$ cat config.mk
export PLATFORM = sky130hd
export DESIGN_NAME = trb_front
export DESIGN_NICKNAME = d
export VERILOG_FILES = /design/src/rtl/core/trb_pkg.sv /design/src/rtl/core/trb_front.sv
export SDC_FILE = /design/constraint.sdc
export NUM_CORES = 1
export LEC_CHECK = 0
export ABC_AREA = 1
export BUFFER_PORTS_ARGS = -buffer_cell sky130_fd_sc_hd__buf_4
export CELL_PAD_IN_SITES_DETAIL_PLACEMENT = 2
export CELL_PAD_IN_SITES_GLOBAL_PLACEMENT = 2
export CORE_ASPECT_RATIO = 0.9
export CORE_UTILIZATION = 41
export DETAILED_ROUTE_END_ITERATION = 16
export PLACE_DENSITY_LB_ADDON = 0.08
export RECOVER_POWER = 100
export SYNTH_ARGS = -nofsm -noshare
export SYNTH_HDL_FRONTEND = slang
export SYNTH_SLANG_ARGS = --single-unit
$ cat constraint.sdc
create_clock -name i_clk -period 9.8 [get_ports i_clk]
set_input_delay 1.96 -clock i_clk [delete_from_list [all_inputs] [get_ports i_clk]]
set_output_delay 1.96 -clock i_clk [all_outputs]
set_load 0.005 [all_outputs]
$ cat src/rtl/core/trb_pkg.sv
// ----------------------------------------------------------------------------
// trb_pkg
// Shared types and codes for the topic ring buffer with aging.
// ----------------------------------------------------------------------------
package trb_pkg;

    typedef enum logic [1:0] {
        OP_PUBLISH = 2'd0,
        OP_READ    = 2'd1,
        OP_RETIRE  = 2'd2,
        OP_NOP     = 2'd3
    } t_opcode;

    typedef enum logic [1:0] {
        ST_NONE = 2'd0,
        ST_DONE = 2'd1,
        ST_JUMP = 2'd2
    } t_status;

    localparam logic REG_TOPICS_IN_USE = 1'b0;
    localparam logic REG_AGE_LIMIT     = 1'b1;

    typedef struct packed {
        t_opcode     op;
        logic        active;
        logic [3:0]  topic;
        logic [31:0] last_seen;
        logic [15:0] publisher_id;
        logic [31:0] payload;
        logic [31:0] now;
    } t_cmd;

    typedef struct packed {
        t_status     status;
        logic [31:0] seq;
        logic [15:0] publisher;
        logic [31:0] payload;
        logic [31:0] stamp;
    } t_result;

endpackage

$ cat src/rtl/core/trb_front.sv
// ----------------------------------------------------------------------------
// trb_front
// Accepts items, checks the topic against the active count and queues a
// classified command for the back end in a short fifo.
// ----------------------------------------------------------------------------
module trb_front #(
    parameter int TOPICS = 4
) (
    input  logic                i_clk,
    input  logic                i_rst_n,
    input  logic                i_push,
    output logic                o_full,
    input  logic [1:0]          i_opcode,
    input  logic [1:0]          i_topic,
    input  logic [31:0]         i_last_seen,
    input  logic [15:0]         i_publisher_id,
    input  logic [31:0]         i_payload,
    input  logic [31:0]         i_now,
    input  logic [2:0]          i_topics_in_use,
    output logic                o_cmd_valid,
    output trb_pkg::t_cmd       o_cmd,
    input  logic                i_cmd_take
);
    import trb_pkg::*;

    t_cmd       r_q [2];
    logic       r_wr, n_wr;
    logic       r_rd, n_rd;
    logic [1:0] r_cnt, n_cnt;
    logic [4:0] w_lim;
    logic       w_push_ok;
    t_cmd       w_cmd;

    always_comb begin
        w_lim = ({2'b0, i_topics_in_use} > 5'(TOPICS)) ? 5'(TOPICS)
                                                       : {2'b0, i_topics_in_use};
        w_cmd.op           = t_opcode'(i_opcode);
        w_cmd.active       = ({3'b0, i_topic} < w_lim);
        w_cmd.topic        = {2'b0, i_topic};
        w_cmd.last_seen    = i_last_seen;
        w_cmd.publisher_id = i_publisher_id;
        w_cmd.payload      = i_payload;
        w_cmd.now          = i_now;
    end

    assign o_full      = (r_cnt == 2'd2);
    assign w_push_ok   = i_push && !o_full;
    assign o_cmd_valid = (r_cnt != 2'd0);
    assign o_cmd       = r_q[r_rd];

    always_comb begin
        n_wr  = r_wr ^ w_push_ok;
        n_rd  = r_rd ^ (i_cmd_take && o_cmd_valid);
        n_cnt = r_cnt + 2'(w_push_ok) - 2'(i_cmd_take && o_cmd_valid);
    end

    always_ff @(posedge i_clk) begin
        if (w_push_ok) begin
            r_q[r_wr] <= w_cmd;
        end
        if (!i_rst_n) begin
            r_wr  <= 1'b0;
            r_rd  <= 1'b0;
            r_cnt <= 2'd0;
        end else begin
            r_wr  <= n_wr;
            r_rd  <= n_rd;
            r_cnt <= n_cnt;
        end
    end

endmodule

## After elaboration in Yosys (flattened, before gate mapping)

Memories as Yosys holds them, arrays and structs flattened. A register that Yosys moved wholly into a read port is not among the register bits.
Index checks and enable logic that the tools add are counted.

- Reduce and logical (&&, ||, !) cells: 4
- Bitwise logic cells: 2
- Equality and inequality tests: 1
- Magnitude comparators: 2
- Muxes and demuxes: 4
- Add/subtract/negate cells: 2

Operators by type and width:

| operator | number |
|---|---|
| greater-than comparator 3 bit, second input constant | 1 |
| < comparator 2 x 3 -> 1 bit | 1 |
| two-way mux 1 bit | 3 |
| two-way mux 3 bit | 1 |
| adder 2 x 1 -> 2 bit | 1 |
| equality test 2 bit, second input constant | 1 |
| logical AND 1 bit | 2 |
| nonzero test 2 bit | 1 |
| subtractor 2 x 1 -> 2 bit | 1 |
| bitwise XOR 1 bit | 2 |
| logical NOT 1 bit | 1 |

- Output and inout bits: 121
- Logic and storage cells: 19
- Bits in writable memories: 234
- Bits in registers: 4
- Input port bits: 123
- Memories: 1

Memory list:

| memory | words | bits a word | rd ports | clocked after Yosys merged registers in | wr ports | line | RTL |
|---|---|---|---|---|---|---|---|
| r_q | 2 | 117 | 1 | 1 | 1 | trb_front.sv:26 | `t_cmd r_q [2];` |

## Longest topological paths before layout

- Depth in word-level cells: 5
- Mapped depth: 10
- Gate-level depth less buffers: 10

## Least setup slack after synthesis

No wires, ideal clock.

- Kind: input to register
- Start: in i_push
- End: mem r_q[1][0] (netlist name), enable pin
- Library setup time: 0.490 ns
- Setup slack: 4.421 ns
- Data arrival time: 4.888 ns
- Path buffers: 0
- Stages: 3
- Required time: 9.310 ns
- Path through: o21ai_0 inv_1 ha_1

- Word-level cells in the longest chain between the ends: 3

RTL lines:

| item | line | RTL |
|---|---|---|
| start, declared | trb_front.sv:11 | `input logic i_push,` |
| logical AND 1 bit | trb_front.sv:47 | `assign w_push_ok = i_push && !o_full;` |
| two-way mux 1 bit | trb_front.sv:58 | `if (w_push_ok) begin` |
| two-way mux 1 bit (implied by the code) | trb_front.sv:59 | `r_q[r_wr] <= w_cmd;` |
| end, declared | trb_front.sv:26 |  |

No other way between the ends.

==> out/results.txt <==
Register Area - 7130 µm²
Status - finished, violations left
Yosys cell types - 16
Vias in the first global route - 5,350
Cts bufs inserted - 25
Post-cts repair resize count - 0
Post-synth top area cell - edfxtp_1
Hold-fix buffer count after cts - 0
Worst setup SP type - flop
Cells after DPL - 926
Setup Buffers After CTS - 0
I/O pins - 244
Initial antenna violation count - 5
Global-route wire length before repair - 31,300 µm
Hold WS - 0.555 ns
PortBufs - 241
RSZ-0062 raised after global routing - no
Tcrit/Tclk final - 63.8%
FF+latch count, synth - 239
Initial Util - 42.2%
Final Setup Violations - 0
Non-Filler Instances - 969
PD cells - 260 nW/µm²
Actual slew at the worst max-slew pin - 2.86 ns
Row cnt - 50
WP data required - 7.84 ns
Core ar. - 21,000 µm²
Leak - 4.05 nW
Most frequent cells in the layout - edfxtp_1, clkbuf_4, clkbuf_1
CTS tree - done
Post-Syn Area - 8870 µm²
CTS root buffer - clkbuf_16
Clk_lat worst skew - 0.51 ns
Max-slew headroom - -91.0%
Die Width - 157 µm
Drt first pass iters - 4
Post-route ant nets - 0
Total grt overflow - 0
Fillers - 1,970
Fin. max-slew vios - 175
Syn Inst Count - 410
Ranking of synthesized cells by area - edfxtp_1, mux2_2, mux2_4
Crit path DAT - 4.29 ns
Via/cell ratio - 4.82
Maximum number of pins on one net before global-route repair - 65
Die area - 22,200 µm²
Routability-driven placement congestion ratio - 0.700
P&R area growth vs syn - 27.4%
DRC - 0
Layout cells sized above 1 - 40.7%
Gr usage total - 19.1%
Fin nets - 795
Design Power - 0.00294 W
Clock transition at path regs - 0.06 ns
Clk_skew - 0.0135 ns
Commonest non-fill, non-tap cell in the layout - edfxtp_1
Die Y - 142 µm
Peak VDD IR - 0.124 mV
Final Hold Fails - 0
Post-DP HPWL - 14,800 µm
Worst hold path type - reg2reg
Synth Warn # - 0
Area share of the largest cell type after synthesis - 79.2%
CTS Buffer Depth - 3
Initial DRC count - 236
Number of diodes - 0
Area of the multi-input gates - 1480 µm²
CP Max Fanout - 64
Vias - 4,667
CTS Sinks - 239
Crit Path Category - reg2out
WL final - 21,200 µm
Sequential area share after synthesis - 80.4%
Tmin final - 6.25 ns
H-tree Lvls - 1
Synth Area per Inst - 21.6 µm²
Final core utilization - 53.8%
Routed len/inst - 21.8 µm
Failing checks - max-capacitance violations, max-slew violations
Crit end category - primary output
MaxCap Viol Count - 3
Max Fclk - 160 MHz
Total negative slack - 0 ns
## final timing paths
check | slack (ns) | end | from | depth (start not counted)
worst min-delay path | 0.55 | flop | r_rd | 2
worst min register to register | 0.55 | flop | r_rd | 2
worst max register to register | 5.78 | r_q[0][112] | r_cnt[1] | 5
worst max-delay path | 3.55 | o_cmd[89] | flop | 3
## metal layers
layer  track usage (%)  share of wire (%)  up-vias
met4              4.45                1.8        8
met5                 0               0.26        -
met2              35.6                 54      167
met1              20.2                 35     2344
li1                  -                  -     2111
met3              7.21                9.0       37
## through the flow
step                      area, µm²  setup WS, ns
final                         11300          3.55
after global routing          11300          3.12
after CTS                     11700          4.88
after global placement        11000          5.46
after detailed placement      11000          5.42
after floorplan                8870          4.42
## state kept, by name (all words and copies together), names as in the netlist, named ones only
signal,count
r_q,234
r_wr,1
r_cnt,2
r_rd,1
## cells in the mapped netlist, drive strengths merged
cell / count
dfxtp: 5
mux2: 117
nor2: 8
buf: 15
a21oi: 1
edfxtp: 234
conb: 1
o21ai: 2
nand2: 7
ha: 5
a21boi: 1
nand3: 2
inv: 12
## kinds of logic (layout without fill, tap and decap cells)
group | count (synthesis) | in the layout | share of synthesized area [%]
AOI/OAI and AO/OA | 4 | 4 | 0.254
buffers and inverters | 27 | 299 | 1.76
other | 1 | 2 | 0.0423
and+or+nand+nor | 17 | 17 | 0.748
muxes | 117 | 117 | 16.1
DFF | 239 | 239 | 80.4
adders and majority gates | 5 | 5 | 0.705
## critical path: stages (launching register included)
cell     delay [ns]
dfxtp_1        2.27
buf_4          0.87
mux2_1         0.43
buf_4          0.15
## cell type report
cell class | count | share of cell area [%]
tap | 286 | 3.17
multi-input combinational | 145 | 13.1
clock buffer | 33 | 5.98
timing repair buffer | 244 | 13.6
inverter | 12 | 0.399
sequential | 239 | 63.1
clock inverter | 10 | 0.620
## report_power, final
group / switching, W / internal [W] / leakage (nW)
combinational: 0.000317 / 0.000338 / 1.46
sequential: 0.0000775 / 0.00134 / 2.23
clock: 0.000365 / 0.000507 / 0.369
No activity file was read; power rests on OpenSTA's default activity.
